File: src/hdl/pba_pkg.sv
// Shared types and constants for the page bitmap allocator.
// No dependencies; imported by page_bitmap_allocator and pba_word_div.
`default_nettype none
package pba_pkg;

  // page numbers, run lengths and sums of the two
  localparam int unsigned PCW     = 17;
  localparam int unsigned TALLY_W = 16;
  localparam int unsigned RADDR_W = 27;

  localparam logic [1:0] CMD_ALLOC   = 2'd0;
  localparam logic [1:0] CMD_FREE    = 2'd1;
  localparam logic [1:0] CMD_RELEASE = 2'd2;
  localparam logic [1:0] CMD_RESERVE = 2'd3;

  localparam logic [2:0] STAT_OK        = 3'd0;
  localparam logic [2:0] STAT_OOM       = 3'd1;
  localparam logic [2:0] STAT_BADADDR   = 3'd2;
  localparam logic [2:0] STAT_MARKED    = 3'd3;
  localparam logic [2:0] STAT_UNDERFLOW = 3'd4;
  localparam logic [2:0] STAT_ZERO      = 3'd5;

  localparam logic REG_ACTIVE_PAGES = 1'b0;

  typedef enum logic [2:0] {
    ST_CLEAR,
    ST_IDLE,
    ST_DECODE,
    ST_NEXT,
    ST_DIV,
    ST_RD,
    ST_CHK,
    ST_DONE
  } seq_state_e;

endpackage
`default_nettype wire

File: src/hdl/pba_word_div.sv
// Page number split into map word index and bit index by shift and mask.
// Uses pba_pkg for the page number width; DIVISOR must be a power of two.
`default_nettype none
module pba_word_div #(
  parameter int unsigned DIVISOR = 32
) (
  input  wire logic                              clk_i,
  input  wire logic                              rst_ni,
  input  wire logic                              start_i,
  input  wire logic [pba_pkg::PCW-1:0]           value_i,
  output logic                                   done_o,
  output logic [pba_pkg::PCW-1:0]                quo_o,
  output logic [$clog2(DIVISOR)-1:0]             rem_o
);
  import pba_pkg::*;

  localparam int unsigned RW = $clog2(DIVISOR);

  logic           done_q;
  logic [PCW-1:0] quo_q;
  logic [RW-1:0]  rem_q;

  // result is registered and ready in the cycle after start
  always_ff @(posedge clk_i or negedge rst_ni) begin
    if (!rst_ni) begin
      done_q <= 1'b0;
    end else begin
      done_q <= start_i;
    end
  end

  always_ff @(posedge clk_i) begin
    if (start_i) begin
      quo_q <= value_i >> RW;
      rem_q <= value_i[RW-1:0];
    end
  end

  assign done_o = done_q;
  assign quo_o  = quo_q;
  assign rem_o  = rem_q;

endmodule
`default_nettype wire

File: config.mk
export PLATFORM = sky130hd
export DESIGN_NAME = pba_word_div
export DESIGN_NICKNAME = d
export VERILOG_FILES = /design/src/hdl/pba_pkg.sv /design/src/hdl/pba_word_div.sv
export SDC_FILE = /design/constraint.sdc
export NUM_CORES = 1
export LEC_CHECK = 0
export BUFFER_PORTS_ARGS = -buffer_cell sky130_fd_sc_hd__buf_4
export CAP_MARGIN = 10
export CORE_UTILIZATION = 37
export CTS_CLUSTER_SIZE = 28
export DETAILED_ROUTE_END_ITERATION = 8
export MAX_ROUTING_LAYER = met4
export PLACE_DENSITY = 0.81
export RECOVER_POWER = 50
export SKIP_LAST_GASP = 1
export SYNTH_ARGS = -nofsm -noshare
export SYNTH_HDL_FRONTEND = slang
export SYNTH_SLANG_ARGS = --single-unit
export TNS_END_PERCENT = 20
File: constraint.sdc
create_clock -name clk_i -period 0.8 [get_ports clk_i]
set_clock_uncertainty 0.15 [all_clocks]
set_input_delay 0.04 -clock clk_i [delete_from_list [all_inputs] [get_ports clk_i]]
set_output_delay 0.04 -clock clk_i [all_outputs]
set_load 0.01 [all_outputs]
### Word-level counts from Yosys, hierarchy flattened

Index checks and enable logic that the tools add are counted.

* register bits: 18
* input bits: 20
* output and inout bits: 23
* logic and storage cells: 3

### Logic depth before layout (Yosys ltp)

Gate-level depths: netlist of run 1.

* depth in word-level cells: 0
* mapped depth: 1
* mapped depth without buffers: 0

### Worst setup path after synthesis of run 1

Ideal clock, no wire load.

* path type: register -> output
* start point: register quo_q[0], in the netlist quo_o[0]
* end point: output quo_o[0] (netlist name)
* arrival time: 394 ps
* data required time: 610 ps
* slack: 216 ps
* cell stages (with the launch flop): 1
* buffers on the path: 0
* cells stage by stage: edfxtp_1

RTL lines
* start, declared: RTL line pba_word_div.sv:20 `logic [PCW-1:0] quo_q;`
* start signal, assigned: RTL line pba_word_div.sv:34 `quo_q <= value_i >> RW;`
* end, declared: RTL line pba_word_div.sv:12 `output logic [pba_pkg::PCW-1:0] quo_o,`

No word-level cell between the ends.

### Final worst setup path of run 1

* start point: register quo_q[4], in the netlist quo_o[4]
* end point: output quo_o[4] (netlist name)

No word-level cell between the ends.

==> run summary, run 1 <==
In this run, CTS created clock tree buffers numbering 3. Summing all placed instances gives a cell area of 851 um^2. The number of distinct library cells after synthesis is 4. CTS built an H-tree with a depth of 1.

The share of final-layout standard cells stronger than drive strength 1 came out at 0.488. The residual overflow from global routing is 0. The number of flip-flops and latches in the synthesized netlist came out at 18. Data on the critical path arrives at its endpoint at 840 ps. The number of inserted diodes is 0. The leakage power figure came out at 0.466 nW.

Counting every instance in the synthesized netlist gives 24. The part of the Yosys area used for sequential elements is 0.928. The clock passes through at most 2 buffers. The placeable core region is 1380 um^2.

The netlist area before placement came out at 577 um^2. The number of warnings printed during yosys synthesis came out at 0. The clock sink total came out at 18.

The final count of hold timing violations came out at 1. The first global-routing pass estimated 2240 um of wire. The max-slew violation count is 0. The number of placed cells counting well taps came out at 75. For this block, the routed nets add up to 1470 um of wire. The average cell area after synthesis is 24.0 um^2. The maximum fanout encountered on the critical timing path is 1. Setup repair after global routing could not meet its margin everywhere. After clock tree synthesis, the flow added hold-fix buffers numbering 18. The sequential share of power came out at 0.591.

The setup TNS after final layout came out at -3830 ps. The largest single stage delay on the critical path is 410 ps. STA classifies the critical path endpoint as a primary output. For the worst setup path, the data required time is 610 ps. The via-per-instance ratio is 4.32. The routability-driven placement congestion ratio came out at 0.727.

The area growth from synthesis to layout came out at 85.5%. The number of nets in the finished design came out at 103. TritonCTS built the clock tree. The number of port buffers is 37. STA classifies the critical path startpoint as a register. Subtracting the final worst setup slack from the clock period gives 1030 ps. The power density of the placed cells came out at 1790 nW/um^2.

The post-CTS repair timing setup buffer count came out at 0. Clock tree synthesis selected as its root buffer the cell sky130_fd_sc_hd__clkbuf_4. The final number of setup-violating endpoints came out at 31. Across all hold checks on the routed design, the worst slack comes to -68.3 ps. The path class of the tightest hold or removal check is input port to async pin. The number of global-route vias before repair came out at 454. Timing would allow up to 970 MHz. Of the total power, the share spent switching nets is 0.214. Leaving out fill and tap cells, the most frequent cells in the layout are sky130_fd_sc_hd__buf_4 (31), sky130_fd_sc_hd__dlygate4sd3_1 (18), sky130_fd_sc_hd__edfxtp_1 (17). In this run the power spent charging and discharging nets is 0.411 mW. The checks that failed: hold timing, setup timing. The floorplan die height is 41.5 um.

The first detailed-routing pass took 4 iterations. The critical-path cell with the highest stage delay is sky130_fd_sc_hd__edfxtp_1. The final worst-path cycle share came out at 1.29. The internal power consumption is 1.51 mW. The die outline width came out at 41.5 um. The number of remaining DRC errors came out at 0. Tracing the worst setup path back leads to its startpoint at quo_o[4]. The final non-filler cell area is 1070 um^2. The fraction of the core area covered by cells at the end of the flow is 0.774. The largest voltage drop on the vdd net is 0.00121 V. The power share of the clock group came out at 0.240. The number of antenna violations at the first check in global routing came out at 0. The pin count of the biggest net entering global routing came out at 19.

During I/O placement, the number of pins put on the boundary was 43. The proportion of power drawn by combinational gates came out at 0.169. The cell type group with the largest total delay on the critical path is flip-flops. The initial utilization of the core area, before any placement, comes to 0.417. The average detailed-routed wire length per instance came out at 15.1 um.

The number of buffers and inverters on the critical path is 1. The final worst slack is -231 ps. The first routing iteration left 9 violations.

The critical path class is register to primary output. The overall power consumption came out at 1.92 mW. The aggregate global-route resource usage came out at 0.191. The worst-case setup slack after placement is 57.7 ps. The run finished, with violations left. The via total after detailed routing is 419.

The number of maximum-capacitance violations is 0. The post-CTS clock slew at the launch and capture registers of the worst setup and hold paths came out at 100 ps. The number of non-filler instances in the completed layout is 97. The die area is 1720 um^2.

The detail route stage leaves a number of antenna-violating nets equal to 0. The library cell used most frequently in the layout, excluding fill and tap cells, is sky130_fd_sc_hd__buf_4. Traced cell by cell, the critical path runs through buf_6. The number of core rows is 13.
==> repair_timing <==
action,4_1_cts,5_1_grt
gates resized for setup,3,1
endpoints found under the hold margin,36,19
endpoints found under the setup margin,18,23
==> layout make-up <==
type                       instances  area [um^2]
tap                               15         18.8
multi-input combinational          5         18.8
fill                              93          313
clock buffer                       4         26.3
sequential                        18          536
timing repair buffer              55          470
==> cell families after synthesis <==
family                 Yosys count  synth area share
other                            1           0.00650
DFF                             18             0.928
buffers and inverters            5            0.0651
==> synth_stat cells <==
cell,instances,area share
sky130_fd_sc_hd__buf_4,5,0.065
sky130_fd_sc_hd__conb_1,1,0.0065
sky130_fd_sc_hd__dfrtp_1,1,0.043
sky130_fd_sc_hd__edfxtp_1,17,0.89
==> flip-flops by register name, indices dropped and copies added (netlist names) <==
| register | cells |
|---|---|
| quo_o | 12 |
| done_o | 1 |
| rem_o | 5 |
==> routing by layer <==
| layer | track usage | vias up | wire (um) |
|---|---|---|---|
| li1 | - | 194 | - |
| met5 | - | - | 0 |
| met3 | 0.0217 | 2 | 81 |
| met2 | 0.353 | 22 | 875 |
| met1 | 0.196 | 201 | 503 |
| met4 | 0.0968 | 0 | 6 |
==> power groups by stage <==
| stage | Sequential, mW | Clock, mW | Combinational, mW |
|---|---|---|---|
| after detailed placement | 1.15 | 0 | 0.240 |
| after CTS | 1.13 | 0.464 | 0.316 |
| after floorplan | 1.19 | 0 | 0.0283 |
| final | 1.13 | 0.460 | 0.325 |
| after global routing | 1.14 | 0.526 | 0.343 |
| after global placement | 1.15 | 0 | 0.236 |
==> worst paths after layout <==
path                             to  slack (ps)  depth (start not counted)
setup / recovery           quo_o[4]        -230                          1
hold / removal               done_o         -70                          2
max in group asynchronous    done_o         490                          2
min in group clk_i           done_o          10                          1
(Power assumes the default switching activity.)
==> run 2, diff against run 1 <==
--- a/config.mk
+++ b/config.mk
@@ -5,13 +5,15 @@
 export SDC_FILE = /design/constraint.sdc
 export NUM_CORES = 1
 export LEC_CHECK = 0
-export BUFFER_PORTS_ARGS = -buffer_cell sky130_fd_sc_hd__buf_4
 export CAP_MARGIN = 10
-export CORE_UTILIZATION = 37
-export CTS_CLUSTER_SIZE = 28
+export CORE_AREA = 2 2 39 41
+export CTS_CLUSTER_SIZE = 8
 export DETAILED_ROUTE_END_ITERATION = 8
+export DIE_AREA = 0 0 41 43
+export DONT_BUFFER_PORTS = 1
+export GPL_TIMING_DRIVEN = 0
 export MAX_ROUTING_LAYER = met4
-export PLACE_DENSITY = 0.81
+export PLACE_DENSITY = 0.64
 export RECOVER_POWER = 50
 export SKIP_LAST_GASP = 1
 export SYNTH_ARGS = -nofsm -noshare
==> run 2 against run 1 <==
Compared with the run above:
- worst hold slack got worse by 300 ps
- core utilization fell by 18 points
- the run still ends with hold timing, setup timing left
- count of clock-buffer cells in the layout fell by 1
- critical endpoint is now quo_o[1]
- largest cell class unchanged
==> run summary, run 2 (synthesis gave the netlist of run 1 again) <==
In this run the most critical hold path is launched from start_i. The number of nets in the finished design came out at 72. By startpoint and endpoint, the worst setup path is classified as register to primary output.

The leakage power figure is 0.316 nW. The sequential cells in the finished layout cover a total of 536 um^2. The wire length of the first global-routing pass came out at 1240 um. The routability-driven placement congestion ratio is 0.584. TritonCTS built the clock tree. The number of flip-flops in the largest register came out at 12. Pin placement for this block handled 43 I/O pins.

The number of DRC markers after the initial detailed-route iteration is 0. The max-slew violation count came out at 0. The number of non-filler instances in the completed layout came out at 67. The via-per-instance ratio is 4.31.

The largest buffer count on any clock path is 2. The fmax came out at 1090 MHz. The data required time of the worst path is 610 ps. The floorplan step defined a die boundary enclosing 1760 um^2. In this run the core area contains 14 standard-cell rows. The root buffer cell chosen for the clock tree is sky130_fd_sc_hd__clkbuf_4. The final worst-path cycle share is 1.15. Leaving out fill and tap cells, the most frequent cell in the layout is sky130_fd_sc_hd__dlygate4sd3_1.

In this run the power spent charging and discharging nets is 0.341 mW. The worst path in the final design needs a cycle of 917 ps, including I/O delays and setup. The maximum fanout encountered on the critical timing path is 1.

The proportion of power drawn by combinational gates is 0.060. The initial utilization of the core area, before any placement, comes to 0.417. The number of port buffers came out at 0. In the layout the commonest cells are sky130_fd_sc_hd__dlygate4sd3_1 (19), sky130_fd_sc_hd__edfxtp_1 (17), sky130_fd_sc_hd__buf_4 (5), sky130_fd_sc_hd__conb_1 (5), sky130_fd_sc_hd__clkbuf_4 (3). The internal power consumption is 1.37 mW.

The repair_antennas step left the layout with diodes totalling 0. The depth of the CTS H-tree is 1. The worst setup path is captured at a primary output. The number of maximum-capacitance violations is 0. The power density of the placed cells came out at 2070 nW/um^2. The smallest hold slack came out at -372 ps. The share of final-layout standard cells stronger than drive strength 1 came out at 0.157.

The post-detailed-routing wire length is 943 um. The worst-case setup slack after placement came out at 192 ps. The final worst slack came out at -117 ps. The detailed-router iteration count before antenna repair came out at 1.

VDD sags by at most 0.00134 V. The number of remaining DRC errors is 0. The floorplan die height came out at 43 um.

The die outline width is 41 um. The area growth from synthesis to layout is 43.6%. The worst hold path passes through 0 cells. The worst min-delay path category is input port to register. The proportion of total power due to net switching came out at 0.199. The final count of hold timing violations came out at 18. The total of hold buffers inserted after clock tree synthesis is 19.

The share of total power dissipated in sequential elements is 0.688. The clock sink total came out at 18. The number of antenna violations at the first check in global routing is 0. The data arrival time of the worst path came out at 730 ps. The placed instances occupy a cell area of 612 um^2. The pin count of the biggest net entering global routing is 19. The number of global-route vias before repair is 309. The path with the worst hold slack has its endpoint at done_o. The worst setup path is launched from a register. The flow ran to the end, but the final reports show violations. In the global route stage, overall resource usage came out at 0.118. Of the total power, the clock network draws 0.252. The final reports fail on hold timing, setup timing. Setup repair after global routing could not meet its margin everywhere. The average detailed-routed wire length per instance came out at 14.1 um.

The fill cell instance count of the final layout came out at 104. The core region is 1380 um^2. The count of nets left with antenna violations once routing finished came out at 0. The post-CTS clock slew at the launch and capture registers of the worst setup and hold paths is 90 ps.

With fillers left out, the area of the finished cells amounts to 828 um^2. The via total after detailed routing came out at 289. The number of placed cells counting well taps came out at 44.

The area of combinational cells with multiple inputs came out at 18.8 um^2. The total overflow left after global routing is 0. The total CTS buffers came out at 3. Setup violations remaining at the end of the flow were counted as 18.
run 2: changes by cell type in the layout (fill, tap and decap cells not counted):
cell	delta
sky130_fd_sc_hd__clkbuf_1	-1
sky130_fd_sc_hd__clkbuf_4	-1
sky130_fd_sc_hd__clkinv_1	+1
sky130_fd_sc_hd__dlygate4sd3_1	+1
sky130_fd_sc_hd__buf_4	-26
sky130_fd_sc_hd__clkbuf_2	-1
sky130_fd_sc_hd__buf_6	-4
run 2: layer usage:
metal  vias up  GRT usage  share of wire
met3         2     0.0628           0.14
met2        31      0.169           0.47
met4         0     0.0800         0.0085
met1       124      0.116           0.38
li1        132          -              -
met5         -          -              0
run 2: timing repair:
action	4_1_cts	5_1_grt
gates resized for setup	0	0
setup buffers	0	0
hold endpoints to repair	36	18
setup endpoints to repair	18	18
run 2: worst max-delay path by stage:
stage / from / end / slack [ps] / cells after the start
final: quo_o[1] / quo_o[1] / -120 / 0
after detailed placement: quo_o[1] / quo_o[1] / 190 / 0
after global placement: rem_o[2] / rem_o[2] / 200 / 0
after CTS: quo_o[1] / quo_o[1] / -130 / 0
after global routing: quo_o[6] / quo_o[6] / -150 / 0
after floorplan: quo_o[0] / quo_o[0] / 220 / 0
run 2: metrics by stage:
stage	util	TNS, ps	power [mW]
2_1_floorplan	-	0	1.22
3_3_place_gp	0.442	0	1.23
3_5_place_dp	0.442	0	1.23
4_1_cts	0.599	-2170	1.74
5_1_grt	0.599	-2400	1.77
6_report	0.599	-1900	1.71
run 2: power by group through the flow:
stage,clock [mW],combinational [mW],sequential (mW)
finish,0.431,0.103,1.18
global route,0.474,0.111,1.19
CTS,0.454,0.101,1.18
detailed placement,0,0.0283,1.20
global placement,0,0.0283,1.20
floorplan,0,0.0283,1.19
run 2: final cells by class:
class	instances	share of cell area
well taps	16	0.0242
repair buffers	19	0.230
multi-input cells	5	0.0227
clock buffers	3	0.0272
plain buffers	5	0.0453
clock inverters	1	0.00453
flip-flops and latches	18	0.647
==> run 3, diff against run 2 <==
--- a/config.mk
+++ b/config.mk
@@ -5,7 +5,6 @@
 export SDC_FILE = /design/constraint.sdc
 export NUM_CORES = 1
 export LEC_CHECK = 0
-export CAP_MARGIN = 10
 export CORE_AREA = 2 2 39 41
 export CTS_CLUSTER_SIZE = 8
 export DETAILED_ROUTE_END_ITERATION = 8
@@ -13,8 +12,9 @@
 export DONT_BUFFER_PORTS = 1
 export GPL_TIMING_DRIVEN = 0
 export MAX_ROUTING_LAYER = met4
-export PLACE_DENSITY = 0.64
+export PLACE_DENSITY = 0.6
 export RECOVER_POWER = 50
+export SETUP_SLACK_MARGIN = 0.3
 export SKIP_LAST_GASP = 1
 export SYNTH_ARGS = -nofsm -noshare
 export SYNTH_HDL_FRONTEND = slang
==> run 3 against run 2 <==
Compared with the run above:
- the flow still finishes with violations (hold timing, setup timing)
- count of clock-buffer cells in the layout did not move
- global-route usage fell by 0.77 points
- power fell by 4.0%
- sequential share of layout area rose by 18 points
- die area did not move
- routed wire length fell by 15%
- maximum frequency fell by 0.37%
- sequential cell count did not move
- final cell count fell by 27%
- combinational power fell by 67%
- core utilization fell by 13 points
- first-iteration DRC count rose by 1
==> run summary, run 3 (synthesis gave the netlist of run 1 again) <==
The run finished, with violations left. The checks that failed: hold timing, setup timing. The total of hold buffers inserted after clock tree synthesis came out at 1. The effective utilization at floorplan came out at 0.417. In the layout the commonest cells are sky130_fd_sc_hd__edfxtp_1 (17), sky130_fd_sc_hd__buf_4 (5), sky130_fd_sc_hd__conb_1 (5). Across all layers, the routed design uses 223 vias. The sequential share of power came out at 0.716. The final worst-path cycle share came out at 1.15. The path class of the tightest hold or removal check is input port to register.

The largest voltage drop on the vdd net is 0.00111 V. The post-detailed-routing wire length is 801 um. The depth of the CTS H-tree came out at 1.

The number of DRC markers after the initial detailed-route iteration is 1. The die outline width came out at 41 um. The post-CTS clock slew at the launch and capture registers of the worst setup and hold paths came out at 90 ps.

The share of final-layout standard cells stronger than drive strength 1 is 0.242. Of the total power, the share spent switching nets is 0.200. The placeable core region came out at 1380 um^2. The number of top-level design ports is 43. The number of flip-flops in the largest register is 12.

The smallest hold slack came out at -369 ps. In the post-route analysis, the smallest setup slack over all paths is -120 ps. After clock tree synthesis, the repair step resized 0 gates.

At the end of routability-driven placement, the weighted congestion stood at 0.548. The tree is rooted in a sky130_fd_sc_hd__clkbuf_4. The maximum fanout encountered on the critical timing path is 1. The number of gates on the worst path with buffers counted came out at 0. STA puts the critical path data arrival time at 730 ps. The number of port buffers came out at 0. The fmax came out at 1090 MHz. The largest buffer count on any clock path came out at 2.

Internal power comes to 1.32 mW. Dividing total power by cell area gives a power density of 2540 nW/um^2. The number of nets in the finished design came out at 54.

In the final routed layout, each cell accounts on average for 16.3 um. In this run the core area contains 14 standard-cell rows. The critical path ends at rem_o[3]. The element type at the critical path end is a primary output. The leakage power figure is 0.241 nW.

The die covers 1760 um^2. OpenSTA, run right after detailed placement, puts the worst setup slack at 197 ps. TritonCTS built the clock tree. TritonCTS created 3 clock buffers. After detailed routing, the number of vias per cell comes to 4.55. The setup TNS after final layout is -1980 ps. For this design, the sink count on the clock tree is 18.

The number of remaining DRC errors is 0. The number of maximum-capacitance violations came out at 0. The final non-filler cell area came out at 648 um^2.

The proportion of power drawn by combinational gates came out at 0.020. The critical path launch point is rem_o[3]. The worst setup path is of the register to primary output kind.

The residual overflow from global routing came out at 0. The pin count of the biggest net entering global routing came out at 19. The final number of setup-violating endpoints came out at 18. In the global route stage, overall resource usage came out at 0.110. Once detail routing completed, the nets flagged for antenna violations numbered 0. The share of total power dissipated in the clock network is 0.263. The post-detailed-placement cell area came out at 612 um^2.

In this run the power spent charging and discharging nets is 0.329 mW. The floorplan die height came out at 43 um. The number of global-route vias before repair came out at 233. The detailed-router iteration count before antenna repair came out at 2. The fraction of the core area covered by cells at the end of the flow came out at 0.468. The time the final worst path needs with I/O delays and setup came out at 920 ps.

The final count of hold timing violations came out at 36. The max-slew violation count was 0. The commonest non-fill, non-tap cell in the layout is sky130_fd_sc_hd__edfxtp_1.

The wire length of the first global-routing pass came out at 1080 um. The worst setup path is launched from a register. The area growth from synthesis to layout is 12.4%. The data required time of the worst path came out at 610 ps. The number of antenna violations at the first check in global routing is 0. Setup repair after global routing could not meet its margin everywhere. The number of inserted diodes is 0.
## run 3: metrics by stage
| step | std cells | power [mW] | hold slack [ps] |
|---|---|---|---|
| final | 49 | 1.65 | -369 |
| after global routing | 49 | 1.72 | -402 |
| after CTS | 49 | 1.67 | -387 |
| after detailed placement | 44 | 1.23 | -406 |
| after global placement | 44 | 1.23 | -406 |
| after floorplan | 28 | 1.22 | -406 |
## run 3: area by class of cell
class,count,area (um^2)
Multi-Input combinational cell,5,18.8
Fill cell,127,736
Timing Repair Buffer,1,10.0
Tap cell,16,20.0
Clock buffer,3,22.5
Sequential cell,18,536
Buffer,5,37.5
Clock inverter,1,3.75
## run 3: what timing repair did
action | 4_1_cts | 5_1_grt
buffers inserted | 0 | 0
endpoints found under the setup margin | 18 | 18
endpoints found under the hold margin | 36 | 36
## run 3: metal layers
metal,routed length (um),track usage,vias to the layer above
met5,0,-,-
met4,16,0.100,0
met3,77,0.0733,2
met2,381,0.147,29
met1,325,0.0975,97
li1,-,-,95
## run 3: worst min path at each step
stage / slack (ps) / to / startpoint / depth (start not counted)
final: -370 / done_o / start_i / 0
after global routing: -400 / done_o / start_i / 0
after CTS: -390 / done_o / start_i / 0
after detailed placement: -410 / done_o / rst_ni / 0
after global placement: -410 / done_o / rst_ni / 0
after floorplan: -410 / done_o / rst_ni / 0
## run 3: power by group through the flow
| stage | Sequential [mW] | Clock [mW] | Combinational, mW |
|---|---|---|---|
| after floorplan | 1.19 | 0 | 0.0283 |
| after global placement | 1.20 | 0 | 0.0283 |
| after detailed placement | 1.20 | 0 | 0.0283 |
| after CTS | 1.18 | 0.455 | 0.0326 |
| after global routing | 1.19 | 0.500 | 0.0364 |
| final | 1.18 | 0.434 | 0.0335 |
